File: src/hw/rtl/rpu_ram.sv
// Generic single-port-write, single-port-read RAM with a registered read.
module rpu_ram #(
	parameter int WIDTH = 8,
	parameter int DEPTH = 256
) (
	input  logic                     clk,
	input  logic                     we,
	input  logic [$clog2(DEPTH)-1:0] waddr,
	input  logic [WIDTH-1:0]         wdata,
	input  logic                     re,
	input  logic [$clog2(DEPTH)-1:0] raddr,
	output logic [WIDTH-1:0]         rdata
);

	logic [WIDTH-1:0] mem [DEPTH];

	// A read of the address written in the same cycle returns the old contents.
	always_ff @(posedge clk) begin
		if (we) begin
			mem[waddr] <= wdata;
		end
		if (re) begin
			rdata <= mem[raddr];
		end
	end

endmodule

File: config.mk
export PLATFORM = sky130hd
export DESIGN_NAME = rpu_ram
export DESIGN_NICKNAME = d
export VERILOG_FILES = /design/src/hw/rtl/rpu_ram.sv
export SDC_FILE = /design/constraint.sdc
export NUM_CORES = 2
export LEC_CHECK = 0
export BUFFER_PORTS_ARGS = -buffer_cell sky130_fd_sc_hd__buf_4
export CORE_ASPECT_RATIO = 1.25
export CORE_MARGIN = 5
export CORE_UTILIZATION = 35
export DETAILED_ROUTE_END_ITERATION = 7
export HOLD_SLACK_MARGIN = 0.12
export REMOVE_ABC_BUFFERS = 1
export SYNTH_ARGS = -nofsm -noshare
export SYNTH_HDL_FRONTEND = slang
export SYNTH_SLANG_ARGS = --single-unit
File: constraint.sdc
create_clock -name clk -period 2.5 [get_ports clk]
set_input_delay 0.5 -clock clk [delete_from_list [all_inputs] [get_ports clk]]
set_output_delay 0.5 -clock clk [all_outputs]
set_load 0.02 [all_outputs]
* Yosys cells after proc, flatten, opt, wreduce, memory -nomap -nowiden
Memories as Yosys holds them, arrays and structs flattened. A register that Yosys moved wholly into a read port is not among the register bits.
Cells that the tools add are included.
** Operators by class
- Mux-type cells :: 2
** Operator list (number)
- $mux W1 :: 2
** Storage, ports and cells
- Bits in registers :: 0
- Memory bits (writable) :: 2048
- Bits of input ports :: 27
- Output and inout port bits :: 8
- Word-level logic and storage cells :: 3
- Memories :: 1
** Memories
- mem :: depth 256, width 8, rd ports 1, clocked after memory_dff 1, write ports 1, line 15 : logic [WIDTH-1:0] mem [DEPTH];

* Logic depth before layout (Yosys ltp)
- Depth after elaboration :: 2
- Depth in mapped cells :: 11
- Mapped depth without buffers :: 6

* Least setup slack after synthesis
Ideal clock, no wire load.
- Path kind :: input-to-reg
- Start :: input raddr[0]
- End :: register rdata[2], read port of mem (data pin)
- Setup time :: 269 ps
- Arrival :: 2307 ps
- Required time :: 2231 ps
- Path slack :: -76 ps
- Cell stages on the path :: 9
- Path buffers :: 4
- Cell sequence :: buf_6 buf_12 buf_8 buf_2 mux4_2 a22oi_1 a21oi_1 nor4_1 nor4_2
** RTL lines
- from (decl) :: line 11 : input logic [$clog2(DEPTH)-1:0] raddr,
- to (decl) :: line 12 : output logic [WIDTH-1:0] rdata

==> key figures <==
Floorplanning
  • Starting density of the core: 0.352
  • Die Height: 543 um
  • Die area: 237,000 um^2
  • Die width: approximately 440 um
  • Core Region: 226,000 um^2
  • Site row count: slightly below 200
  • Ports: 35

Pwr
  • Power Dens Cells: 744 nW/um^2
  • Flop pwr share: 0.538
  • Sw Share: 0.212
  • Worst VDD drop: 0.566 mV
  • Pint: 0.0557 W
  • Switch Pwr: 0.0150 W
  • Clk network pwr share: 0.404
  • P_leak: approximately 30 nW
  • Combinational fraction of design power: 0.058

Setup path
  • Reg2reg path depth: 6
  • Reg2reg end: rdata[4]
  • Crit path max fanout: 1
  • CP endpoint: rdata[4]
  • CP endpoint kind: register
  • Crit Path Category: register to register
  • Worst-path cell chain: mux4_2 -> mux4_2 -> nor2_1 -> a2111oi_1 -> nor3_1 -> nor4_1
  • Worst Setup SP: mem[142][4]
  • Highest-delay cell along the critical path: mux4_2
  • R2R Setup Slk: -20 ps
  • WP data arrival: 3060 ps
  • Startpoint Class: register
  • CP max stage delay: 470 ps
  • R2r startpoint: mem[142][4]
  • Critical Path RT: between 3000 and 4000 ps
  • Most used cell, CP: mux4_2

Place
  • Port buffer count: 34
  • RePlAce Congestion: 0.858
  • Pre-CTS setup slack: -1660 ps
  • DP Area: 88,500 um^2
  • DP HPWL: roughly 140 mm

Global route
  • Grt ovf: 0
  • Largest net degree at the start of global routing: 89
  • Initial antenna violation count: 16
  • Vias in the first global route: 41.5k
  • GR Util All Layers: 0.173
  • First-pass GRT wire length: 301 mm

STA
  • Tmin final: 2520 ps
  • TNS Setup: -20.4 ps
  • Fin. max-slew vios: 0
  • Final period utilization: 1.01
  • Final WS setup: -20.4 ps
  • Final setup fails: 1
  • Worst Skew: between 30 and 40 ps
  • Smallest hold slack: 146 ps
  • Fmax: 0.397 GHz
  • RSZ-0062 raised after global routing: true
  • Final Hold Viols: 0
  • Rel. slew slack: 0.355
  • Transition time of the tightest slew-check pin: 964 ps

Synthesis
  • Adder-cell area share of the yosys netlist: 0
  • Synthesized area: 79,600 um^2
  • Yosys warns: 0
  • Main combinational cell family by area after synthesis: multiplexers
  • Ys async rst share: 0
  • Post-synth EDFFs: 2,056
  • Seq/Total Area, Yosys: 0.775
  • Cells after Synth: between 3k and 4k
  • Main flop type after synthesis: edfxtp_1
  • Mux cell area share after synthesis: 0.146
  • Synth Area in XOR/XNOR: 0
  • Mean Syn Cell Area: 21.3 um^2
  • Netlist cell types: 54
  • #FFs+latches synth: just over 2k
  • Post-Synth Simple-Gate Area: 0.0263
  • Synth Area in Compound Gates: 0.0342

Clock tree
  • H-tree levels: 4
  • Clock-pin slew on the worst setup and hold paths: 60 ps
  • Clock Latency Late Sink: 820 ps
  • CTS sink cnt: between 2k and 2.5k
  • CTS Root Buffer Type: clkbuf_16
  • CTS max path bufs: 4
  • CTS Buf Count: 194
  • CTS tree: yes

Cells and area
  • Finished Core Util: 0.420
  • Commonest non-fill, non-tap cell in the layout: edfxtp_1
  • Fillers: 19.4k
  • Nets@finish: 4,471
  • Layout cells sized above 1: 0.328
  • Post-Layout Inst Area: around 95,000 um^2
  • Area added between synthesis and finish: 19.3%
  • Most frequent cells in the layout: edfxtp_1, buf_4, mux4_2

Detailed routing
  • Detailed-route via count: 40.5k
  • Initial DRC count: 4,031
  • Drt wl/cell: 27.7 um
  • Drt total wl: approximately 210 mm
  • Pre-antenna DRT Iters: 7
  • Final ANT Viol Nets: 0
  • Drt drc: 0
  • Vias/cell: roughly 5.4

Run
  • Max-cap violations: 0

Run status
  • Failing checks: negative setup slack
  • Status: finished with violations

Min path
  • Hold Crit Class: primary input to register
-- state kept, by name, summed over array words and instances (netlist names) --
signal / count
mem: 2048
rdata: 8
-- synth_stat cells, types with 4 or more instances --
cell type  count  area (um^2)
a22oi_1      133          998
a211oi_1      16          120
buf_1         22         82.6
clkbuf_1     111          417
nand4_1       10         62.6
edfxtp_1    2056        61700
o32ai_1        4         35.0
and2_1         6         37.5
nand2_1       33          124
o22ai_1       28          175
a21oi_1       96          480
nor2b_1       31          194
nand2b_1       8         50.1
nor3_1        22          110
mux2i_1      134         1340
o211ai_1      10         75.1
buf_6         21          236
or2_2          4         25.0
buf_4         27          203
nor4_1        24          150
buf_8         13          195
o22a_1         5         43.8
a221oi_1      13          114
buf_12         8          160
nand3_1       34          170
buf_2         31          155
o221ai_1      46          403
nor2_1       282         1060
a22o_1         8         70.1
mux4_2       454        10200
o21ai_0       10         50.1
-- cell type report --
type	count	area [um^2]	area share
Clock buffer	230	5050	0.0532
Multi-Input combinational cell	1442	16700	0.175
Timing Repair Buffer	748	6870	0.0723
Clock inverter	114	963	0.0101
Antenna cell	8	20.0	0.000211
Inverter	2	7.51	0.0000790
Sequential cell	2056	61700	0.650
Tap cell	2955	3700	0.0389
-- through the flow --
step / total power (W) / instances
final: 0.0707 / 7555
after floorplan: 0.0401 / 3500
after CTS: 0.0713 / 7539
after detailed placement: 0.0428 / 7180
after global routing: 0.0728 / 7554
after global placement: 0.0428 / 7180
-- power groups by stage --
| stage | combinational, W | sequential (W) | clock, W |
|---|---|---|---|
| finish | 0.00409 | 0.0381 | 0.0285 |
| global route | 0.00431 | 0.0380 | 0.0305 |
| CTS | 0.00411 | 0.0381 | 0.0291 |
| floorplan | 0.00133 | 0.0388 | 0 |
| detailed placement | 0.00403 | 0.0388 | 0 |
| global placement | 0.00399 | 0.0388 | 0 |
-- worst min-delay path by stage --
stage	start	cells after the start	to	slack, ps
4_1_cts	wdata[5]	1	mem[156][5]	140
3_3_place_gp	re	1	rdata[1]	820
6_report	wdata[5]	1	mem[158][5]	150
2_1_floorplan	wdata[0]	0	mem[0][0]	600
3_5_place_dp	re	1	rdata[4]	820
5_1_grt	wdata[5]	1	mem[156][5]	120
-- critical path: cells and delay by family (launching register included) --
kind	cells	cell delay [ps]
AOI/OAI and AO/OA	1	100
DFF	1	420
muxes	2	940
and+or+nand+nor	3	780
-- per-layer routing --
metal / global-route usage / up-vias / routed length (um)
met3: 0.0231 / 367 / 11300
met4: 0.0751 / 0 / 9680
li1: - / 17100 / -
met5: 0 / - / 0
met1: 0.217 / 21600 / 80100
met2: 0.303 / 1406 / 108000
-- repair_timing --
item	in CTS	in global routing
pin swaps	7	3
setup endpoints to repair	7	6
resized for setup	31	14
hold endpoints to repair	150	0
hold buffers	6	0
setup buffers	9	7
gates cloned	1	1
-- cell families (layout without fill, tap and decap cells) --
| group | Yosys count | in the layout |
|---|---|---|
| DFF | 2056 | 2056 |
| other | 0 | 8 |
| AOI/OAI and AO/OA | 385 | 385 |
| muxes | 591 | 591 |
| and+or+nand+nor | 466 | 466 |
| buffers and inverters | 235 | 1094 |
(Power assumes the default switching activity.)
