<file path="src/hw/rtl/rpu_pkg.sv">
// Shared constants, codes, types and width helpers of the row predictor undo block.
package rpu_pkg;

	// Storage defaults for the top-level parameters.
	localparam int MAX_ROW_BYTES_DEF   = 8192;
	localparam int MAX_PIXEL_BYTES_DEF = 32;

	// Fixed widths that follow from the register widths.
	localparam int CFG_IDX_W  = 2;
	localparam int CFG_DATA_W = 14;
	localparam int CB_W       = 10;  // color_count * component_bits, up to 31 * 31
	localparam int PROD_W     = 24;  // row_columns * CB, up to 16383 * 961
	localparam int POS_W      = 21;  // row length in bytes and row position

	localparam int BITS_TIFF  = 8;   // the only component depth TIFF mode supports
	localparam int ROUND_UP   = 7;   // rounds bits up to whole bytes

	// Register indexes of the configuration port.
	localparam logic [CFG_IDX_W-1:0] REG_MODE   = 2'd0;
	localparam logic [CFG_IDX_W-1:0] REG_COLORS = 2'd1;
	localparam logic [CFG_IDX_W-1:0] REG_BITS   = 2'd2;
	localparam logic [CFG_IDX_W-1:0] REG_COLS   = 2'd3;

	// Predictor modes; the unused code behaves as pass-through.
	localparam logic [1:0] MODE_PASS = 2'd0;
	localparam logic [1:0] MODE_TIFF = 2'd1;
	localparam logic [1:0] MODE_PNG  = 2'd2;

	// Result status codes.
	localparam logic [1:0] STATUS_OK    = 2'd0;
	localparam logic [1:0] STATUS_DEPTH = 2'd1;
	localparam logic [1:0] STATUS_LONG  = 2'd2;

	// PNG filter types.
	localparam logic [7:0] FILT_NONE  = 8'd0;
	localparam logic [7:0] FILT_SUB   = 8'd1;
	localparam logic [7:0] FILT_UP    = 8'd2;
	localparam logic [7:0] FILT_AVG   = 8'd3;
	localparam logic [7:0] FILT_PAETH = 8'd4;

	// Configuration sequencer states.
	typedef enum logic [2:0] {
		CFG_IDLE,
		CFG_MUL1,
		CFG_MUL2,
		CFG_LEN,
		CFG_MOD
	} cfg_state_t;

	// Derived configuration handed from the configuration unit to the datapath.
	typedef struct packed {
		logic [1:0]       mode;
		logic             tiff_ok;
		logic [POS_W-1:0] row_len;
		logic             busy;
		logic             slot_load;
	} cfg_t;

	// Bits needed to hold a pixel size of up to n bytes.
	function automatic int bpp_w(input int n);
		return $clog2(n + 1);
	endfunction

	// Bits needed to index n pixel history entries.
	function automatic int slot_w(input int n);
		return (n > 1) ? $clog2(n) : 1;
	endfunction

endpackage

</file>
<file path="src/hw/rtl/rpu_filter.sv">
// PNG per-row filter reconstruction of one byte from its left, up and up-left neighbors.
module rpu_filter (
	input  logic [7:0] x,
	input  logic [7:0] a,
	input  logic [7:0] up,
	input  logic [7:0] c,
	input  logic [7:0] filt,
	output logic [7:0] v
);
	import rpu_pkg::*;

	logic signed [9:0] sa, su, sc;
	logic signed [9:0] pa_s, pb_s, pc_s;
	logic [9:0]        pa, pb, pc;
	logic [8:0]        avg_sum;
	logic [7:0]        paeth, pred;

	always_comb begin
		sa = signed'({2'b00, a});
		su = signed'({2'b00, up});
		sc = signed'({2'b00, c});
		// Distances of p = a + up - c to each neighbor.
		pa_s = su - sc;
		pb_s = sa - sc;
		pc_s = sa + su - sc - sc;
		pa = pa_s[9] ? unsigned'(-pa_s) : unsigned'(pa_s);
		pb = pb_s[9] ? unsigned'(-pb_s) : unsigned'(pb_s);
		pc = pc_s[9] ? unsigned'(-pc_s) : unsigned'(pc_s);
		if (pa <= pb && pa <= pc) begin
			paeth = a;
		end else if (pb <= pc) begin
			paeth = up;
		end else begin
			paeth = c;
		end
		avg_sum = {1'b0, a} + {1'b0, up};
		unique case (filt)
			FILT_NONE:  pred = 8'd0;
			FILT_SUB:   pred = a;
			FILT_UP:    pred = up;
			FILT_AVG:   pred = avg_sum[8:1];
			FILT_PAETH: pred = paeth;
			default:    pred = 8'd0;
		endcase
		v = x + pred;
	end

endmodule

</file>
<file path="config.mk">
export PLATFORM = sky130hd
export DESIGN_NAME = rpu_filter
export DESIGN_NICKNAME = d
export VERILOG_FILES = /design/src/hw/rtl/rpu_pkg.sv /design/src/hw/rtl/rpu_filter.sv
export SDC_FILE = /design/constraint.sdc
export NUM_CORES = 1
export LEC_CHECK = 0
export BUFFER_PORTS_ARGS = -buffer_cell sky130_fd_sc_hd__buf_4
export CAP_MARGIN = 20
export CORE_MARGIN = 2
export CORE_UTILIZATION = 40
export DETAILED_ROUTE_END_ITERATION = 10
export MAX_ROUTING_LAYER = met4
export PLACE_DENSITY = 0.63
export SLEW_MARGIN = 20
export SYNTH_ARGS = -nofsm -noshare
export SYNTH_HDL_FRONTEND = slang
export SYNTH_SLANG_ARGS = --single-unit
</file>
<file path="constraint.sdc">
create_clock -name vclk -period 10.1
set_input_delay 1.515 -clock vclk [all_inputs]
set_output_delay 1.515 -clock vclk [all_outputs]
set_load 0.03 [all_outputs]
</file>
* After elaboration in Yosys (flattened, before gate mapping)
Index checks and enable logic that the tools add are counted.
** Word-level totals
- Bits in latches :: 0
- Word-level logic and storage cells :: 24
- Bits in writable memories :: 0
- Register bits :: 0
- Memory bits (read-only) :: 0
- Memories :: 0
- Output and inout port bits :: 8
** Operators by class
- Multiplexer cells :: 6
- Bitwise operators :: 0
- Reduce and logical (&&, ||, !) cells :: 1
- Magnitude comparators :: 3
- $add $sub $neg :: 10
- Multipliers :: 0
- Shift operators :: 0
- Div/mod/pow operators :: 0
- Eq/ne operators :: 4
** Operator list (number)
- $pmux W8 S4 :: 1
- $le A10 B10 Y1 :: 3
- $mux W10 :: 3
- $neg A9 Y10 :: 2
- $add A8 B8 Y9 :: 2
- $sub A8 B8 Y9 :: 2
- $eq A8 B2 Y1 const B :: 2
- $mux W8 :: 2
- $neg A10 Y10 :: 1
- $sub A10 B9 Y10 :: 1
- $sub A9 B8 Y10 :: 1
- $add A8 B8 Y8 :: 1
- $eq A8 B1 Y1 const B :: 1
- $eq A8 B3 Y1 const B :: 1
- $logic_and A1 B1 Y1 :: 1

* Depth between registers and ports, before layout
- Depth in word-level cells :: 10
- Depth in mapped cells :: 35
- Mapped depth without buffers :: 35

* Worst setup path before layout
No wires, ideal clock.
- Kind :: input port to output port
- Start point :: input port a[2]
- End point :: output port v[7]
- Data arrival time :: 7.876 ns
- Slack :: 0.709 ns
- Required time :: 8.585 ns
- Cell stages on the path :: 33
- Cells stage by stage :: inv_1 -> fa_1 -> inv_1 -> ha_1 -> a21oi_2 -> a21oi_1 -> o21ai_0 -> or2b_1 -> a21o_1 -> a21oi_1 -> xnor2_1 -> nor3_1 -> nor2_1 -> xnor2_1 -> ha_1 -> nand3_1 -> or2_2 -> o31ai_1 -> o21a_1 -> buf_6 -> mux2i_1 -> o221ai_1 -> ha_1 -> a21o_1 -> a21oi_1 -> o21bai_1 -> a21oi_1 -> o21bai_1 -> a21oi_1 -> xor2_1 -> or4_1 -> a211oi_1 -> a311o_1
** Between the ends
- Longest elaborated chain between the ends :: 10
- Elaborated cells on any way between the ends :: 17
- Classes of those cells :: add/sub (8); order compare (3); mux (5); reduce/logical (1)
** Ends and longest elaborated chain
- start: declaration :: RTL line rpu_filter.sv:4 : input logic [7:0] a,
- $add A8 B8 Y9 :: RTL line rpu_filter.sv:25, rpu_filter.sv:36
- $sub A9 B8 Y10 :: RTL line rpu_filter.sv:25 : pc_s = sa + su - sc - sc;
- $sub A10 B9 Y10 :: RTL line rpu_filter.sv:25
- $neg A10 Y10 :: RTL line rpu_filter.sv:28 : pc = pc_s[9] ? unsigned'(-pc_s) : unsigned'(pc_s);
- $mux W10 :: RTL line rpu_filter.sv:28
- $le A10 B10 Y1 (on tied branches) :: RTL line rpu_filter.sv:31, rpu_filter.sv:29
- $mux W8 / $logic_and A1 B1 Y1 (equally long branches) :: RTL line rpu_filter.sv:31, rpu_filter.sv:29
- $mux W8 :: RTL line rpu_filter.sv:29 : if (pa <= pb && pa <= pc) begin
- $pmux W8 S4 (*) :: RTL line rpu_filter.sv:37 : unique case (filt)
- $add A8 B8 Y8 (*) :: RTL line rpu_filter.sv:45 : v = x + pred;
- end: declaration :: RTL line rpu_filter.sv:8 : output logic [7:0] v
Mark *: on every way between the ends. The rest lies on a longest branch, timed or not.

* Worst setup path in the final report
- Start point :: input port a[3]
- End point :: output port v[7]
Same word-level chain as after synthesis.

==> results by group <==
Worst setup path
  • CP endpoint kind: output pin
  • Delay of the slowest critical-path stage: about 540 ps
  • Cell family with most CP delay: simple AND/OR/NAND/NOR gates
  • CP Max Fanout: 6
  • Buffers plus inverters on the worst setup path: 4
  • CP max-delay cell: fa_1
  • Critical path type: input port to output pin
  • CP required: around 8600 ps
  • Startpoint Class: input port
  • CP arrival: around 8000 ps

Cells and area
  • Multi-input gate area: 0.00343 sq mm
  • Area Growth Syn to Fin: 17.4%
  • N_diodes: 0
  • Post-route cell area: 0.00425 sq mm
  • FFs & Latches: 0
  • Share of cells above drive strength 1: between 15 and 20%
  • Number of fill cells: 894
  • Clock buffer count: 0
  • Sequential Area: 0 sq um
  • Final non-filler cell total: ~640
  • Final nets: approximately 650

Job
  • Max cap viols: 0

Route
  • Top Metal Used: met4
  • Drt drc: 0
  • Met3 wire len: between 300 and 400 microns
  • WL per Instance: between 15 and 20 microns
  • DRT met1 WL: 4730 microns
  • Via density per instance: 5.50
  • Routed Antenna Nets: 0
  • Routed WL: roughly 10000 microns
  • Initial DRT Pass Iterations: 4
  • Total vias in the final route: between 3000 and 4000
  • WL met2: 4780 microns
  • Initial DRC count: 95

STA
  • Final TNS setup: 0 ps
  • Slew @ Worst Pin: about 970 ps
  • FMAX: 0.103 GHz
  • Max Slew Vio Count: 0
  • Post-route minimum period: 9700 ps
  • RSZ-0062 raised after global routing: false
  • Setup violations, final: 0
  • Final period util: between 90% and 100%
  • Final Hold Fails: 0
  • Max transition margin: 35.1%

Global route
  • Aggregate global-route resource usage: 20.8%
  • First-pass GRT wire length: about 17000 microns
  • Initial antenna violation count: 0
  • Largest net degree at the start of global routing: 18
  • Vias in the first global route: 3481
  • Grt ovf: 0

Power
  • VDD IR max: 0.0432 mV
  • Power Dens Cells: 127 mW/mm^2
  • LEAKAGE: between 2 and 2.5 nW

Synth
  • Syn Inst Count: 476
  • Mapped cell area: approximately 0.0036 sq mm
  • Ranking of synthesized cells by area: ha_1 (24%), xnor2_1 (8.2%), inv_1 (7.0%)
  • Synth top cells by count: ha_1 (70), inv_1 (68), a21oi_1 (35)
  • Synth area leader: ha_1
  • Syn Area/Cell: 7.61 sq um
  • Ys Warns: 0
  • Distinct cells, synth: 70
  • Synth top area share: around 24%
  • Sequential share of the synthesized area: 0%
  • Most common cell in the netlist: ha_1

Floorplan
  • Core area: about 0.0088 sq mm
  • Ports: 48
  • Total die area: just under 0.01 sq mm
  • Die H: about 100 microns
  • Row count: 34
  • Starting Density: 41.3%
  • Die width: 99.2 microns

Status
  • Outcome: finished clean

Placed design
  • DP Area: 0.00414 sq mm
  • I/O Buffers: 48
  • Post-DP HPWL: 8640 microns
  • Cells after DPL: roughly 630
  • RD Place Congestion: 0.952

Min path
  • Hold crit path type: input port to output pin
==> layout by cell type, fill, tap and decap left out, drive strengths merged, types with 3 or more instances in the layout <==
master	netlist	routed
o21ai	25	25
fa	12	12
a21oi	36	36
a211oi	3	3
nor2b	4	4
nor2	24	24
or3	5	5
inv	69	69
and3	3	3
o21a	6	6
o31ai	3	3
and2	3	3
xor2	15	15
nor3	10	10
nand3	6	6
o21bai	12	12
mux2i	9	9
or4	4	4
nand2	33	33
nand2b	4	4
xnor2	36	36
o211ai	6	6
o221ai	6	6
nand4	6	6
a21o	15	15
conb	2	4
ha	70	70
buf	3	57
a22o	6	6
or2	4	4
nand3b	3	3
==> metrics by stage <==
| stage | hold slack [ps] | util (%) | worst slack [ps] | power, mW |
|---|---|---|---|---|
| floorplan | 3300 | - | 709 | 0.394 |
| global route | 3400 | 48.5 | 2.03 | 0.604 |
| CTS | 3390 | 47.3 | 53.0 | 0.520 |
| detailed placement | 3380 | 47.3 | 31.8 | 0.516 |
| global placement | 3370 | 47.3 | 303 | 0.504 |
| finish | 3380 | 48.5 | 405 | 0.540 |
==> kinds of logic after synthesis <==
logic type | count (synthesis) | synth area share, %
AOI/OAI and AO/OA | 134 | 26.6
and+or+nand+nor | 118 | 16.7
adders and majority gates | 84 | 31.4
buffers and inverters | 76 | 8.15
xor gates and xnor gates | 52 | 14.1
muxes | 10 | 2.80
other | 2 | 0.207
==> routing by layer <==
| metal | vias to the layer above | GRT usage [%] |
|---|---|---|
| met2 | 75 | 35.9 |
| met5 | - | - |
| met4 | 0 | 2.74 |
| met1 | 1624 | 28.1 |
| met3 | 8 | 0.351 |
| li1 | 1792 | - |
==> cell type report <==
type / count / share of cell area [%]
inverter: 69 / 6.09
multi-input combinational: 402 / 80.7
tap: 108 / 3.18
timing repair buffer: 57 / 10.1
==> path summary, 6_finish.rpt <==
path	startpoint	end	slack, ps	cells after the start
worst min-delay path	x[0]	v[0]	3380	3
worst max-delay path	a[3]	v[7]	400	33
==> power breakdown <==
part           switching (mW)  internal [mW]  leakage, nW  total (mW)
sequential                  0              0            0           0
combinational           0.301          0.239         2.11       0.540
clock                       0              0            0           0
==> timing repair <==
item                                    CTS  global route
resized for setup                         1            18
endpoints found under the setup margin    1             1
setup buffers                             0             2
hold endpoints to repair                  0             0
hold buffers                              0             0
pin swaps                                 0             3
(Power assumes the default switching activity.)
