**src/hw/rtl/rpu_pkg.sv**
```systemverilog
// Shared constants, codes, types and width helpers of the row predictor undo block.
package rpu_pkg;

	// Storage defaults for the top-level parameters.
	localparam int MAX_ROW_BYTES_DEF   = 8192;
	localparam int MAX_PIXEL_BYTES_DEF = 32;

	// Fixed widths that follow from the register widths.
	localparam int CFG_IDX_W  = 2;
	localparam int CFG_DATA_W = 14;
	localparam int CB_W       = 10;  // color_count * component_bits, up to 31 * 31
	localparam int PROD_W     = 24;  // row_columns * CB, up to 16383 * 961
	localparam int POS_W      = 21;  // row length in bytes and row position

	localparam int BITS_TIFF  = 8;   // the only component depth TIFF mode supports
	localparam int ROUND_UP   = 7;   // rounds bits up to whole bytes

	// Register indexes of the configuration port.
	localparam logic [CFG_IDX_W-1:0] REG_MODE   = 2'd0;
	localparam logic [CFG_IDX_W-1:0] REG_COLORS = 2'd1;
	localparam logic [CFG_IDX_W-1:0] REG_BITS   = 2'd2;
	localparam logic [CFG_IDX_W-1:0] REG_COLS   = 2'd3;

	// Predictor modes; the unused code behaves as pass-through.
	localparam logic [1:0] MODE_PASS = 2'd0;
	localparam logic [1:0] MODE_TIFF = 2'd1;
	localparam logic [1:0] MODE_PNG  = 2'd2;

	// Result status codes.
	localparam logic [1:0] STATUS_OK    = 2'd0;
	localparam logic [1:0] STATUS_DEPTH = 2'd1;
	localparam logic [1:0] STATUS_LONG  = 2'd2;

	// PNG filter types.
	localparam logic [7:0] FILT_NONE  = 8'd0;
	localparam logic [7:0] FILT_SUB   = 8'd1;
	localparam logic [7:0] FILT_UP    = 8'd2;
	localparam logic [7:0] FILT_AVG   = 8'd3;
	localparam logic [7:0] FILT_PAETH = 8'd4;

	// Configuration sequencer states.
	typedef enum logic [2:0] {
		CFG_IDLE,
		CFG_MUL1,
		CFG_MUL2,
		CFG_LEN,
		CFG_MOD
	} cfg_state_t;

	// Derived configuration handed from the configuration unit to the datapath.
	typedef struct packed {
		logic [1:0]       mode;
		logic             tiff_ok;
		logic [POS_W-1:0] row_len;
		logic             busy;
		logic             slot_load;
	} cfg_t;

	// Bits needed to hold a pixel size of up to n bytes.
	function automatic int bpp_w(input int n);
		return $clog2(n + 1);
	endfunction

	// Bits needed to index n pixel history entries.
	function automatic int slot_w(input int n);
		return (n > 1) ? $clog2(n) : 1;
	endfunction

endpackage

```
**src/hw/rtl/rpu_cfg.sv**
```systemverilog
// Configuration registers, derived row geometry and serial recompute of the pixel slot.
module rpu_cfg #(
	parameter int MAX_PIXEL_BYTES = rpu_pkg::MAX_PIXEL_BYTES_DEF
) (
	input  logic                                          clk,
	input  logic                                          arst_n,
	input  logic                                          cfg_valid,
	output logic                                          cfg_ready,
	input  logic [rpu_pkg::CFG_IDX_W-1:0]                 cfg_index,
	input  logic [rpu_pkg::CFG_DATA_W-1:0]                cfg_data,
	input  logic [rpu_pkg::POS_W-1:0]                     row_pos,
	output rpu_pkg::cfg_t                                 cfg,
	output logic [rpu_pkg::bpp_w(MAX_PIXEL_BYTES)-1:0]    bpp,
	output logic [rpu_pkg::slot_w(MAX_PIXEL_BYTES)-1:0]   slot_fix
);
	import rpu_pkg::*;

	localparam int BPW   = bpp_w(MAX_PIXEL_BYTES);
	localparam int SW    = slot_w(MAX_PIXEL_BYTES);
	localparam int BIT_W = $clog2(POS_W);
	localparam int BPR_W = CB_W + 1 - 3;
	localparam logic [BPR_W-1:0] MAX_PIX_L = BPR_W'(MAX_PIXEL_BYTES);

	logic [1:0]             mode_q;
	logic [4:0]             colors_q, bits_q;
	logic [13:0]            cols_q;
	cfg_state_t             state_q, state_d;
	logic [CB_W-1:0]        cb_q;
	logic [PROD_W-1:0]      prod_q;
	logic [POS_W-1:0]       row_len_q;
	logic [BPW-1:0]         bpp_q;
	logic [BPW-1:0]         rem_q;
	logic [BIT_W-1:0]       bit_q;

	logic [4:0]             colors_eff, bits_eff;
	logic [13:0]            cols_eff;
	logic [CB_W:0]          cb_round;
	logic [BPR_W-1:0]       bpp_raw;
	logic [BPW:0]           shifted;
	logic [BPW-1:0]         rem_next;

	assign cfg_ready = 1'b1;

	always_comb begin
		colors_eff = (colors_q == 5'd0) ? 5'd1 : colors_q;
		bits_eff   = (bits_q == 5'd0) ? 5'(BITS_TIFF) : bits_q;
		cols_eff   = (cols_q == 14'd0) ? 14'd1 : cols_q;
		cb_round   = {1'b0, cb_q} + (CB_W + 1)'(ROUND_UP);
		bpp_raw    = cb_round[CB_W:3];
		// One restoring step of row_pos modulo bpp.
		shifted    = {rem_q, row_pos[bit_q]};
		rem_next   = (shifted >= {1'b0, bpp_q}) ? BPW'(shifted - {1'b0, bpp_q})
		                                        : BPW'(shifted);
	end

	// Next state: a write always restarts the sequence.
	always_comb begin
		state_d = state_q;
		if (cfg_valid) begin
			state_d = CFG_MUL1;
		end else begin
			unique case (state_q)
				CFG_IDLE: state_d = CFG_IDLE;
				CFG_MUL1: state_d = CFG_MUL2;
				CFG_MUL2: state_d = CFG_LEN;
				CFG_LEN:  state_d = CFG_MOD;
				CFG_MOD:  state_d = (bit_q == '0) ? CFG_IDLE : CFG_MOD;
				default:  state_d = CFG_IDLE;
			endcase
		end
	end

	// Outputs of the sequencer.
	always_comb begin
		cfg.mode      = mode_q;
		cfg.tiff_ok   = (bits_eff == 5'(BITS_TIFF));
		cfg.row_len   = row_len_q;
		cfg.busy      = (state_q != CFG_IDLE);
		cfg.slot_load = (state_q == CFG_MOD) && (bit_q == '0) && !cfg_valid;
		bpp           = bpp_q;
		slot_fix      = SW'(rem_next);
	end

	always_ff @(posedge clk or negedge arst_n) begin
		if (!arst_n) begin
			mode_q    <= MODE_PASS;
			colors_q  <= 5'd1;
			bits_q    <= 5'(BITS_TIFF);
			cols_q    <= 14'd1;
			state_q   <= CFG_IDLE;
			cb_q      <= CB_W'(BITS_TIFF);
			prod_q    <= PROD_W'(BITS_TIFF);
			row_len_q <= POS_W'(1);
			bpp_q     <= BPW'(1);
			rem_q     <= '0;
			bit_q     <= '0;
		end else begin
			state_q <= state_d;
			if (cfg_valid) begin
				unique case (cfg_index)
					REG_MODE:   mode_q   <= cfg_data[1:0];
					REG_COLORS: colors_q <= cfg_data[4:0];
					REG_BITS:   bits_q   <= cfg_data[4:0];
					REG_COLS:   cols_q   <= cfg_data[13:0];
				endcase
			end
			unique case (state_q)
				CFG_MUL1: cb_q <= CB_W'(CB_W'(colors_eff) * CB_W'(bits_eff));
				CFG_MUL2: prod_q <= PROD_W'(PROD_W'(cols_eff) * PROD_W'(cb_q));
				CFG_LEN: begin
					row_len_q <= POS_W'((prod_q + PROD_W'(ROUND_UP)) >> 3);
					bpp_q     <= (bpp_raw > MAX_PIX_L) ? BPW'(MAX_PIXEL_BYTES)
					                                   : BPW'(bpp_raw);
					rem_q     <= '0;
					bit_q     <= BIT_W'(POS_W - 1);
				end
				CFG_MOD: begin
					rem_q <= rem_next;
					if (bit_q != '0) begin
						bit_q <= bit_q - BIT_W'(1);
					end
				end
				default: ;
			endcase
		end
	end

endmodule

```
**config.mk**
```make
export PLATFORM = sky130hd
export DESIGN_NAME = rpu_cfg
export DESIGN_NICKNAME = d
export VERILOG_FILES = /design/src/hw/rtl/rpu_pkg.sv /design/src/hw/rtl/rpu_cfg.sv
export SDC_FILE = /design/constraint.sdc
export NUM_CORES = 1
export LEC_CHECK = 0
export BUFFER_PORTS_ARGS = -buffer_cell sky130_fd_sc_hd__buf_2
export CORE_ASPECT_RATIO = 1.5
export CORE_MARGIN = 2
export CORE_UTILIZATION = 56
export DETAILED_ROUTE_END_ITERATION = 10
export HOLD_SLACK_MARGIN = 0.02
export PLACE_DENSITY = 0.84
export RECOVER_POWER = 25
export SLEW_MARGIN = 15
export SYNTH_ARGS = -nofsm -noshare
export SYNTH_HDL_FRONTEND = slang
export SYNTH_SLANG_ARGS = --single-unit
```
**constraint.sdc**
```tcl
create_clock -name clk -period 7 [get_ports clk]
set_input_delay 1.4 -clock clk [delete_from_list [all_inputs] [get_ports clk]]
set_output_delay 1.4 -clock clk [all_outputs]
set_load 0.02 [all_outputs]
```
Yosys cells after proc, flatten, opt, wreduce, memory -nomap -nowiden
Index checks and enable logic that the tools add are counted.
Word-level totals
  register bits: 101
  word-level logic and storage cells: 58
Operators by class
  add/subtract/negate cells: 4
  $mul: 2
  $lt $le $gt $ge: 3
  equality and inequality tests: 9
  muxes and demuxes: 13
  reductions and logical operators: 16
Operators with widths (number)
  $add A24 B3 Y24 const B: 1
  $mul A14 B10 Y24: 1
  $logic_not A5 Y1: 3
  $mux W5: 3
  $logic_not A14 Y1: 1
  $mux W14: 1
  $mux W6: 2
  $pmux W3 S4: 1
  $pmux W6 S2: 1
  $add A10 B3 Y11 const B: 1
  $mul A5 B5 Y10: 1
  $pmux W5 S2: 1
  $reduce_and A2 Y1: 5
  $gt A8 B6 Y1 const B: 1
  $ge A7 B6 Y1: 1
  $eq A3 B2 Y1 const B: 2
  $lt A5 B6 Y1 const B: 1
  $mux W3: 2
  $sub A6 B6 Y6: 1
  $bmux W1 S5: 1
  $eq A5 B4 Y1 const B: 1
  $reduce_bool A5 Y1: 1
  $sub A5 B1 Y5 const B: 1
  $eq A2 B2 Y1 const B: 2
  10 further kinds: 11

Longest topological paths before layout
Gate-level depths: netlist (run 1).
  depth after elaboration: 5
  mapped depth: 22
  mapped depth without buffers: 21

Worst setup path after synthesis (run 1)
Ideal clock, no wire load.
  kind: register to register
  start point: reg cols_q[5]
  end point: reg prod_q[19]
  setup time: 0.133 ns
  data arrival time: 5.549 ns
  data required time: 6.867 ns
  slack: 1.318 ns
  stages on the path, launching flop included: 21
  path buffers: 0
  cells stage by stage: dfrtp_1 -> nor4_1 -> a41oi_1 -> nand2b_1 -> fa_1 -> fa_1 -> inv_1 -> fa_1 -> fa_1 -> inv_1 -> fa_1 -> inv_1 -> ha_1 -> a21o_1 -> a21o_1 -> a221oi_1 -> o21ai_2 -> a31oi_1 -> o21ai_0 -> xnor2_1 -> o21ai_0
Between the ends
  longest elaborated chain between the ends: 3
RTL lines
  start, declared: RTL line rpu_cfg.sv:26  | logic [13:0] cols_q;
  start signal, assigned: RTL line rpu_cfg.sv:104  | REG_COLS: cols_q <= cfg_data[13:0];
  $logic_not A14 Y1: RTL line rpu_cfg.sv:47  | cols_eff = (cols_q == 14'd0) ? 14'd1 : cols_q;
  $mux W14 (*): RTL line rpu_cfg.sv:47
  $mul A14 B10 Y24 (*): RTL line rpu_cfg.sv:109  | CFG_MUL2: prod_q <= PROD_W'(PROD_W'(cols_eff) * PROD_W'(cb_q));
  end signal, assigned: RTL line rpu_cfg.sv:92  | prod_q <= PROD_W'(BITS_TIFF);
  end signal, assigned: RTL line rpu_cfg.sv:109
  end, declared: RTL line rpu_cfg.sv:29  | logic [PROD_W-1:0] prod_q;
Mark *: on every way between the ends. The rest lies on a longest branch, timed or not.
A chain may end at the register's enable or synchronous reset.

Worst setup path in the final report (run 1)
  start point: reg cols_q[11]
  end point: reg prod_q[19]
The elaborated chain is that of the path after synthesis.

==> run_results.csv, run 1 <==
group,metric,value,unit
floorplanning,die_h,167,um
floorplanning,coreArea,17400,um^2
global_routing,grt-ovfl-total,0,
clocking,numCtsBuffers,9,
detailed_routing,vias,7338,
detailed_routing,avgViaCountPerCell,5.55,
synth,ys_types,57,
synth,ys.flop_type,"dfrtp_1",
job,cap_viol_max_count,1,
detailed_routing,wl,20300,um
critical_path,r2r_end,"prod_q[19]",
global_routing,grt_max_degree,61,
timing,hold_violations,0,
global_routing,grt_pass1_vias,7638,
final_layout,nNetsFinal,1333,
timing,setup-violations-final,0,
synth,synth_most_common_cell,"nand2_1",
timing,slew_viol_final,47,
critical_path,worstPathMaxFanout,12,
synth,syn_inst,1058,
timing,finalCritPeriodShare,0.924,
final_layout,insertedDiodeCount,0,
critical_path,start_kind,"register",
clocking,cts.clk_slew.worst_paths,0.07,ns
clocking,cts_resized,0,
status,failed_checks,"DRC, capacitance limit, slew limit",
critical_path,crit_start,"cols_q[11]",
min_path,min_path_cells,2,
clocking,clkLatencyLatePin,0.36,ns
synth,synthTopCellsByCount,"nand2_1 (158), inv_1 (144), fa_1 (104)",
final_layout,final_util,0.619,
placement,io_buffers,76,
synth,synth_seq_cells,101,
timing,rsz0062_at_grt,"no",
floorplanning,row_count,59,
clocking,cts-root-buf,"clkbuf_16",
clocking,cts_tree,"yes",
synth,ys_warn_count,0,
detailed_routing,ant_nets,0,
synth,synth-seq-area-share,0.254,
global_routing,grt_pass1_wl,34600,um
detailed_routing,wl_met1,8130,um
timing,tightest_slew,2.39,ns
detailed_routing,drcViolationCount,4,
min_path,whs_endpoint,"row_len_q[2]",
floorplanning,top_level_ports,78,
critical_path,required,7.27,ns
timing,finalClockSkew,0.00939,ns
critical_path,crit_path_end_kind,"register",
floorplanning,die_x,113,um
synth,synth_top_area_frac,0.236,
synth,synth_area_leaders,"dfrtp_1 (24%), fa_1 (21%), ha_1 (11%)",
clocking,cts_setup_buffers,0,
detailed_routing,dr_wl_met2,10600,um
timing,max_freq,155,MHz
global_routing,grt_usage,0.224,
synth,synth_edf_count,0,
detailed_routing,wl_per_cell,15.4,um
synth,avgSynthCellArea,9.43,um^2
critical_path,ff2ff_path_depth,20,
placement,gp_congestion,0.940,
timing,timing.hold.ws,0.470,ns
placement,hpwlAfterDp,16200,um
synth,syn_area,9970,um^2
detailed_routing,top_layer_used,"met4",
critical_path,crit_arrival,6.74,ns
timing,period_minus_slack,6.47,ns
clocking,cts_max_level,3,
min_path,holdCritStartpoint,"row_len_q[2]",
synth,yosysTopAreaCell,"dfrtp_1",
clocking,clk_path_buf_depth,2,
final_layout,syn_to_final_growth,8.09,%
clocking,clkSinkCount,101,
floorplanning,die-area,18900,um^2
final_layout,drive_above_1_share,0.133,
floorplanning,start_util,0.573,
critical_path,r2r_slack,0.53,ns
detailed_routing,drtIter0Drc,396,
critical_path,rr_startpoint,"cols_q[11]",
synth,synthArstFlopShare,1.00,
critical_path,criticalPathCategory,"register to register",
clocking,holdBufCountCts,0,
detailed_routing,first_pass_iters,8,
status,outcome,"finished, violations left",
global_routing,antenna_found_initial,0,
synth,syn-num-nets,1287,
min_path,hp-class,"register to register",
detailed_routing,dr_wl_met3,866,um
timing,setup_tns,0,ns
timing,relSlewSlack,-0.592,
sequential cells by signal (all words and copies together), names as in the netlist:
register / count
bits_q: 5
prod_q: 24
rem_q: 6
state_q: 3
mode_q: 2
bpp: 6
bit_q: 5
colors_q: 5
cb_q: 10
cols_q: 14
row_len_q: 21
logic make-up (layout without fill, tap and decap cells):
group,Yosys count,after routing,share of synthesized area
compound gates,150,150,0.0946
xor+xnor,57,57,0.0501
fa+ha+maj,189,189,0.315
buf+inv,190,241,0.0726
flops,101,101,0.254
mux,45,45,0.0578
other cells,1,1,0.000376
simple gates,325,325,0.155
cell usage in the layout (no fill, tap or decap), types with 3 or more instances in the layout:
| cell type | Yosys | routed |
|---|---|---|
| mux2_2 | 36 | 36 |
| nand2_1 | 158 | 158 |
| o21a_1 | 4 | 4 |
| o21ai_0 | 63 | 63 |
| xor2_1 | 28 | 28 |
| buf_4 | 1 | 5 |
| clkbuf_16 | 0 | 9 |
| a21oi_1 | 21 | 21 |
| nand3_1 | 19 | 19 |
| and2_1 | 68 | 68 |
| nor4_1 | 6 | 6 |
| dfstp_2 | 7 | 6 |
| nor2_1 | 27 | 27 |
| or2_2 | 3 | 3 |
| fa_1 | 104 | 104 |
| o31ai_1 | 5 | 5 |
| nand3b_1 | 4 | 4 |
| mux4_1 | 3 | 3 |
| dfrtp_1 | 94 | 94 |
| a21o_1 | 19 | 19 |
| buf_2 | 0 | 74 |
| clkbuf_1 | 38 | 3 |
| xnor2_1 | 29 | 29 |
| inv_1 | 144 | 144 |
| o21bai_1 | 5 | 5 |
| ha_1 | 85 | 85 |
| a22o_1 | 7 | 7 |
| a31oi_1 | 5 | 5 |
| nand4_1 | 3 | 3 |
| nand2b_1 | 6 | 6 |
| nor2b_1 | 11 | 11 |
| nor3_1 | 12 | 13 |
through the flow:
step	cell area [um^2]	setup slack, ns	cells
finish	10800	0.531	1322
global route	10800	0.112	1322
CTS	10800	0.545	1322
detailed placement	10500	0.542	1306
global placement	10500	0.761	1306
floorplan	9970	1.32	1058
metal layers:
layer	GRT usage	vias up
met5	0	-
met4	0.0960	0
met3	0.0355	53
met2	0.400	203
met1	0.265	3581
li1	-	3501
how the worst max path moves through the flow:
stage / cells past startpoint / endpoint / slack (ns)
floorplan: 20 / prod_q[19] / 1.32
global placement: 20 / prod_q[19] / 0.76
detailed placement: 20 / prod_q[19] / 0.54
CTS: 20 / prod_q[19] / 0.54
global route: 20 / prod_q[19] / 0.11
finish: 20 / prod_q[19] / 0.53
area by class of cell:
class	instances	area (um^2)
Multi-Input combinational cell	767	6710
Fill cell	1421	6640
Sequential cell	101	2540
Inverter	144	541
Timing Repair Buffer	81	415
Tap cell	213	267
Clock buffer	11	243
Clock inverter	5	71.3
critical path: stages, from the launching register on:
cell and delay [ns]:
dfrtp_1 0.53, nor4_1 0.32, a41oi_1 0.42, nand2b_1 0.31, fa_1 0.53, fa_1 0.55
inv_1 0.06, fa_1 0.45, fa_1 0.51, inv_1 0.06, fa_1 0.53, inv_1 0.04
ha_1 0.37, a21o_1 0.21, a21o_1 0.17, a221oi_1 0.34, o21ai_2 0.15, a31oi_1 0.37
o21ai_0 0.16, xnor2_1 0.15, o21ai_0 0.14
Power of run 1 is not shown: default switching activity piles up to over one toggle a cycle in this logic, so the estimate is an artifact.
==> run 2, diff against run 1 <==
--- a/config.mk
+++ b/config.mk
@@ -9,6 +9,7 @@
 export CORE_ASPECT_RATIO = 1.5
 export CORE_MARGIN = 2
 export CORE_UTILIZATION = 56
+export CTS_CLUSTER_DIAMETER = 100
 export DETAILED_ROUTE_END_ITERATION = 10
 export HOLD_SLACK_MARGIN = 0.02
 export PLACE_DENSITY = 0.84
==> constraint.sdc (replaced) <==
create_clock -name clk -period 7.8 [get_ports clk]
set_input_delay 1.56 -clock clk [delete_from_list [all_inputs] [get_ports clk]]
set_output_delay 1.56 -clock clk [all_outputs]
set_load 0.02 [all_outputs]
==> run_results.csv, run 2 (same netlist as run 1, synthesis figures left out) <==
group,metric,value,unit
status,failed_checks,"DRC, capacitance limit, slew limit",
critical_path,crit_arrival,6.86,ns
final_layout,top_regs,"prod_q x24, row_len_q x21, cols_q x14",
clocking,holdBufCountCts,0,
timing,finalCritPeriodShare,0.844,
min_path,whs_endpoint,"row_len_q[5]",
critical_path,max_stage_delay,0.55,ns
detailed_routing,first_pass_iters,8,
placement,dp.cells,1304,
critical_path,r2r_slack,1.21,ns
min_path,min_path_cells,2,
global_routing,grt_usage,0.233,
clocking,clkSinkCount,101,
final_layout,top_register,"prod_q",
final_layout,mostFrequentLayoutCell,"nand2_1",
placement,io_buffers,76,
critical_path,rr_startpoint,"cols_q[5]",
final_layout,layout_common_cells,"nand2_1 (158), inv_1 (144), fa_1 (104)",
timing,tightest_slew,1.65,ns
detailed_routing,wl_per_cell,16.0,um
clocking,numCtsBuffers,9,
global_routing,antenna_found_initial,0,
detailed_routing,wl,21100,um
timing,slew_viol_final,79,
final_layout,largest_reg_flops,24,
min_path,holdCritStartpoint,"row_len_q[5]",
critical_path,r2r_end,"prod_q[19]",
critical_path,critPathMostFrequentCell,"fa_1",
clocking,clkLatencyLatePin,0.36,ns
floorplanning,die_h,167,um
critical_path,worstPathCellList,"nor4_1, a41oi_1, nand2b_1, fa_1, fa_1, inv_1, fa_1, fa_1, inv_1, fa_1, inv_1, ha_1, a21o_1, a21o_1, a221oi_1, o21ai_2, a31oi_1, o21ai_0, xnor2_1, o21ai_0",
floorplanning,row_count,59,
clocking,cts_resized,0,
final_layout,stdcell_count,1320,
critical_path,cp_slowest_cell,"fa_1",
final_layout,nNetsFinal,1331,
detailed_routing,drcViolationCount,4,
placement,hpwlAfterDp,16300,um
final_layout,drive_above_1_share,0.133,
detailed_routing,vias,7432,
detailed_routing,ant_nets,0,
timing,hold_violations,0,
timing,max_freq,152,MHz
critical_path,criticalPathCategory,"register to register",
clocking,clk_path_buf_depth,2,
critical_path,required,8.07,ns
timing,period_minus_slack,6.59,ns
timing,setup_tns,0,ns
timing,setup-violations-final,0,
floorplanning,die-area,18900,um^2
final_layout,syn_to_final_growth,8.04,%
clocking,cts-root-buf,"clkbuf_16",
detailed_routing,drtIter0Drc,496,
critical_path,start_kind,"register",
status,outcome,"finished, violations left",
floorplanning,top_level_ports,78,
floorplanning,coreArea,17400,um^2
clocking,cts.clk_slew.worst_paths,0.08,ns
critical_path,worstPathMaxFanout,12,
final_layout,insertedDiodeCount,0,
detailed_routing,avgViaCountPerCell,5.63,
clocking,cts_tree,"yes",
timing,relSlewSlack,-0.0998,
global_routing,grt_pass1_vias,7749,
critical_path,ff2ff_path_depth,20,
min_path,hp-class,"register to register",
final_layout,fillerInstances,1392,
floorplanning,start_util,0.573,
global_routing,grt_pass1_wl,35900,um
clocking,cts_max_level,3,
global_routing,grt_max_degree,74,
global_routing,grt-ovfl-total,0,
timing,finalClockSkew,0.00960,ns
floorplanning,die_x,113,um
clocking,cts_setup_buffers,0,
critical_path,crit_path_end_kind,"register",
job,cap_viol_max_count,2,
placement,gp_congestion,0.919,
timing,rsz0062_at_grt,"no",
run 2: cell types whose count changed in the layout (fill, tap and decap cells not counted):
| cell | previous run | this run |
|---|---|---|
| buf_4 | 5 | 2 |
| clkbuf_8 | 1 | 0 |
| clkinvlp_4 | 1 | 0 |
| dfstp_1 | 1 | 0 |
| dfstp_2 | 6 | 7 |
| inv_8 | 0 | 3 |
| nor3_1 | 13 | 12 |
| nor3_2 | 0 | 1 |
run 2: through the flow:
step | util | worst slack [ns] | hold slack (ns) | area (um^2)
CTS | 0.619 | 1.30 | 0.481 | 10800
floorplan | - | 1.95 | 0.450 | 9970
finish | 0.619 | 1.21 | 0.473 | 10800
global route | 0.619 | 0.944 | 0.494 | 10800
detailed placement | 0.601 | 1.33 | 0.465 | 10500
global placement | 0.601 | 1.57 | 0.455 | 10500
run 2: final cells by class:
| class | count | area (um^2) | share of cell area |
|---|---|---|---|
| Clock buffer | 9 | 225 | 0.0209 |
| Clock inverter | 7 | 97.6 | 0.00906 |
| Inverter | 144 | 541 | 0.0502 |
| Multi-Input combinational cell | 767 | 6710 | 0.623 |
| Sequential cell | 101 | 2540 | 0.235 |
| Tap cell | 213 | 267 | 0.0247 |
| Timing Repair Buffer | 79 | 397 | 0.0368 |
run 2: worst max-delay path by stage:
stage               startpoint     endpoint  slack (ns)
detailed placement   cols_q[5]   prod_q[19]        1.33
finish               cols_q[5]   prod_q[19]        1.21
global route         cols_q[5]   prod_q[19]        0.94
global placement     cols_q[8]   prod_q[19]        1.57
floorplan           row_pos[1]  slot_fix[1]        1.95
CTS                  cols_q[5]   prod_q[19]        1.30
run 2: worst max-delay path: cells and delay by family, from the launching register on:
family                     cells  cell delay [ns]
DFF                            1             0.51
buffers and inverters          3             0.17
xor gates and xnor gates       1             0.15
and+or+nand+nor                2             0.68
adders and majority gates      6             2.97
AOI/OAI and AO/OA              8             2.00
run 2: layer usage:
| layer | global-route usage | wire length (um) |
|---|---|---|
| met4 | 0.0965 | 748 |
| met2 | 0.426 | 11200 |
| met3 | 0.0300 | 769 |
| met5 | 0 | 0 |
| met1 | 0.274 | 8380 |
Power of run 2 is left out for the same reason.
==> run 3, diff against run 2 <==
--- a/config.mk
+++ b/config.mk
@@ -12,7 +12,7 @@
 export CTS_CLUSTER_DIAMETER = 100
 export DETAILED_ROUTE_END_ITERATION = 10
 export HOLD_SLACK_MARGIN = 0.02
-export PLACE_DENSITY = 0.84
+export PLACE_DENSITY = 0.87
 export RECOVER_POWER = 25
 export SLEW_MARGIN = 15
 export SYNTH_ARGS = -nofsm -noshare
==> constraint.sdc (replaced) <==
create_clock -name clk -period 5.38 [get_ports clk]
set_input_delay 1.076 -clock clk [delete_from_list [all_inputs] [get_ports clk]]
set_output_delay 1.076 -clock clk [all_outputs]
set_load 0.02 [all_outputs]
==> run_results.csv, run 3 (same netlist as run 1, synthesis figures left out) <==
group,metric,value,unit
status,outcome,"finished, violations left",
status,failed_checks,"DRC, setup timing",
critical_path,worstPathMaxFanout,3,
min_path,holdCritStartpoint,"row_len_q[19]",
floorplanning,top_level_ports,78,
clocking,clk_path_buf_depth,2,
critical_path,critPathMostFrequentCell,"fa_1",
floorplanning,start_util,0.573,
final_layout,syn_to_final_growth,13.4,%
final_layout,nNetsFinal,1380,
floorplanning,die_h,167,um
clocking,clkLatencyLatePin,0.36,ns
global_routing,grt_pass1_wl,35800,um
critical_path,worstPathCellList,"nor4_4, a41oi_2, nand2b_4, fa_1, fa_1, inv_2, fa_2, fa_1, inv_2, fa_1, inv_2, ha_4, a21o_1, or3_4, o211ai_1, a31oi_2, nor3_1, o31ai_1, xnor2_1, o21ai_1",
final_layout,top_register,"prod_q",
floorplanning,row_count,59,
critical_path,required,5.61,ns
timing,slew_viol_final,0,
detailed_routing,first_pass_iters,8,
timing,setup-violations-final,6,
final_layout,insertedDiodeCount,0,
placement,io_buffers,76,
job,cap_viol_max_count,0,
detailed_routing,ant_nets,0,
timing,rsz0062_at_grt,"yes",
critical_path,start_kind,"register",
global_routing,antenna_found_initial,0,
critical_path,cp_slowest_cell,"fa_1",
critical_path,r2r_slack,-0.11,ns
detailed_routing,wl_per_cell,15.1,um
critical_path,rr_startpoint,"cols_q[12]",
clocking,clkSinkCount,101,
final_layout,stdcell_count,1369,
global_routing,grt-ovfl-total,0,
timing,finalCritPeriodShare,1.02,
global_routing,grt_max_degree,58,
critical_path,ff2ff_path_depth,20,
final_layout,final_util,0.649,
placement,gp_congestion,0.887,
timing,hold_violations,0,
detailed_routing,vias,7502,
timing,tightest_slew,0.731,ns
critical_path,max_stage_delay,0.54,ns
detailed_routing,wl,20700,um
final_layout,drive_above_1_share,0.193,
clocking,cts.clk_slew.worst_paths,0.07,ns
timing,period_minus_slack,5.49,ns
placement,dp.cells,1349,
final_layout,largest_reg_flops,24,
min_path,hp-class,"register to register",
placement,place_ws,-0.281,ns
detailed_routing,drtIter0Drc,488,
timing,relSlewSlack,0.513,
critical_path,crit_path_end_kind,"register",
detailed_routing,avgViaCountPerCell,5.48,
timing,finalClockSkew,0.00847,ns
floorplanning,coreArea,17400,um^2
clocking,cts_tree,"yes",
global_routing,grt_pass1_vias,7759,
floorplanning,die-area,18900,um^2
final_layout,layout_common_cells,"nand2_1 (158), inv_1 (140), fa_1 (103)",
timing,max_freq,182,MHz
timing,layout_setup_ws,-0.109,ns
min_path,whs_endpoint,"row_len_q[19]",
critical_path,criticalPathCategory,"register to register",
clocking,cts-root-buf,"clkbuf_16",
critical_path,r2r_end,"prod_q[22]",
final_layout,mostFrequentLayoutCell,"nand2_1",
final_layout,top_regs,"prod_q x24, row_len_q x21, cols_q x14",
critical_path,crit_arrival,5.72,ns
min_path,min_path_cells,2,
floorplanning,die_x,113,um
placement,hpwlAfterDp,16700,um
clocking,cts_max_level,3,
global_routing,grt_usage,0.232,
clocking,numCtsBuffers,9,
detailed_routing,drcViolationCount,5,
==> run 3: final cells by class <==
class                      count  area [um^2]
sequential                   101         2540
fill                        1306         6110
multi-input combinational    767         6870
timing repair buffer         128          773
inverter                     144          541
clock inverter                 6         93.8
tap                          213          267
clock buffer                  10          229
==> run 3: routing by layer <==
layer | wire length [um] | vias up | part of all wire | track usage
met5 | 0 | - | 0 | 0
met3 | 652 | 48 | 0.031 | 0.0387
met4 | 606 | 0 | 0.029 | 0.0822
li1 | - | 3598 | - | -
met2 | 11400 | 150 | 0.55 | 0.433
met1 | 8020 | 3706 | 0.39 | 0.266
==> run 3: metrics by stage <==
stage / area, um^2 / setup TNS, ns / hold slack [ns]
2_1_floorplan: 10100 / 0 / 0.450
3_3_place_gp: 10900 / -0.291 / 0.455
3_5_place_dp: 10900 / -1.46 / 0.465
4_1_cts: 11300 / -0.503 / 0.480
5_1_grt: 11300 / -2.68 / 0.489
6_report: 11300 / -0.263 / 0.474
==> run 3: how the worst max path moves through the flow <==
stage / start / endpoint / slack [ns] / cells after the start
after floorplan: cols_q[12] / prod_q[14] / 0.006 / 19
after global placement: cols_q[12] / prod_q[20] / -0.12 / 20
after detailed placement: cols_q[12] / prod_q[18] / -0.28 / 20
after CTS: cols_q[5] / prod_q[22] / -0.18 / 20
after global routing: cols_q[12] / prod_q[22] / -0.34 / 20
final: cols_q[12] / prod_q[22] / -0.11 / 20
==> run 3: timing repair <==
item	CTS	global route
pin swaps	23	20
hold buffers	0	0
resized for setup	12	13
endpoints found under the setup margin	10	19
gates cloned	0	0
buffers inserted	4	1
==> run 3: worst max-delay path: cells and delay by family (launching register included) <==
kind / cells / cell delay (ns)
adders and majority gates: 6 / 2.67
DFF: 1 / 0.41
buffers and inverters: 3 / 0.13
xor gates and xnor gates: 1 / 0.16
and+or+nand+nor: 4 / 0.97
AOI/OAI and AO/OA: 6 / 1.02
Power of run 3 is left out for the same reason.
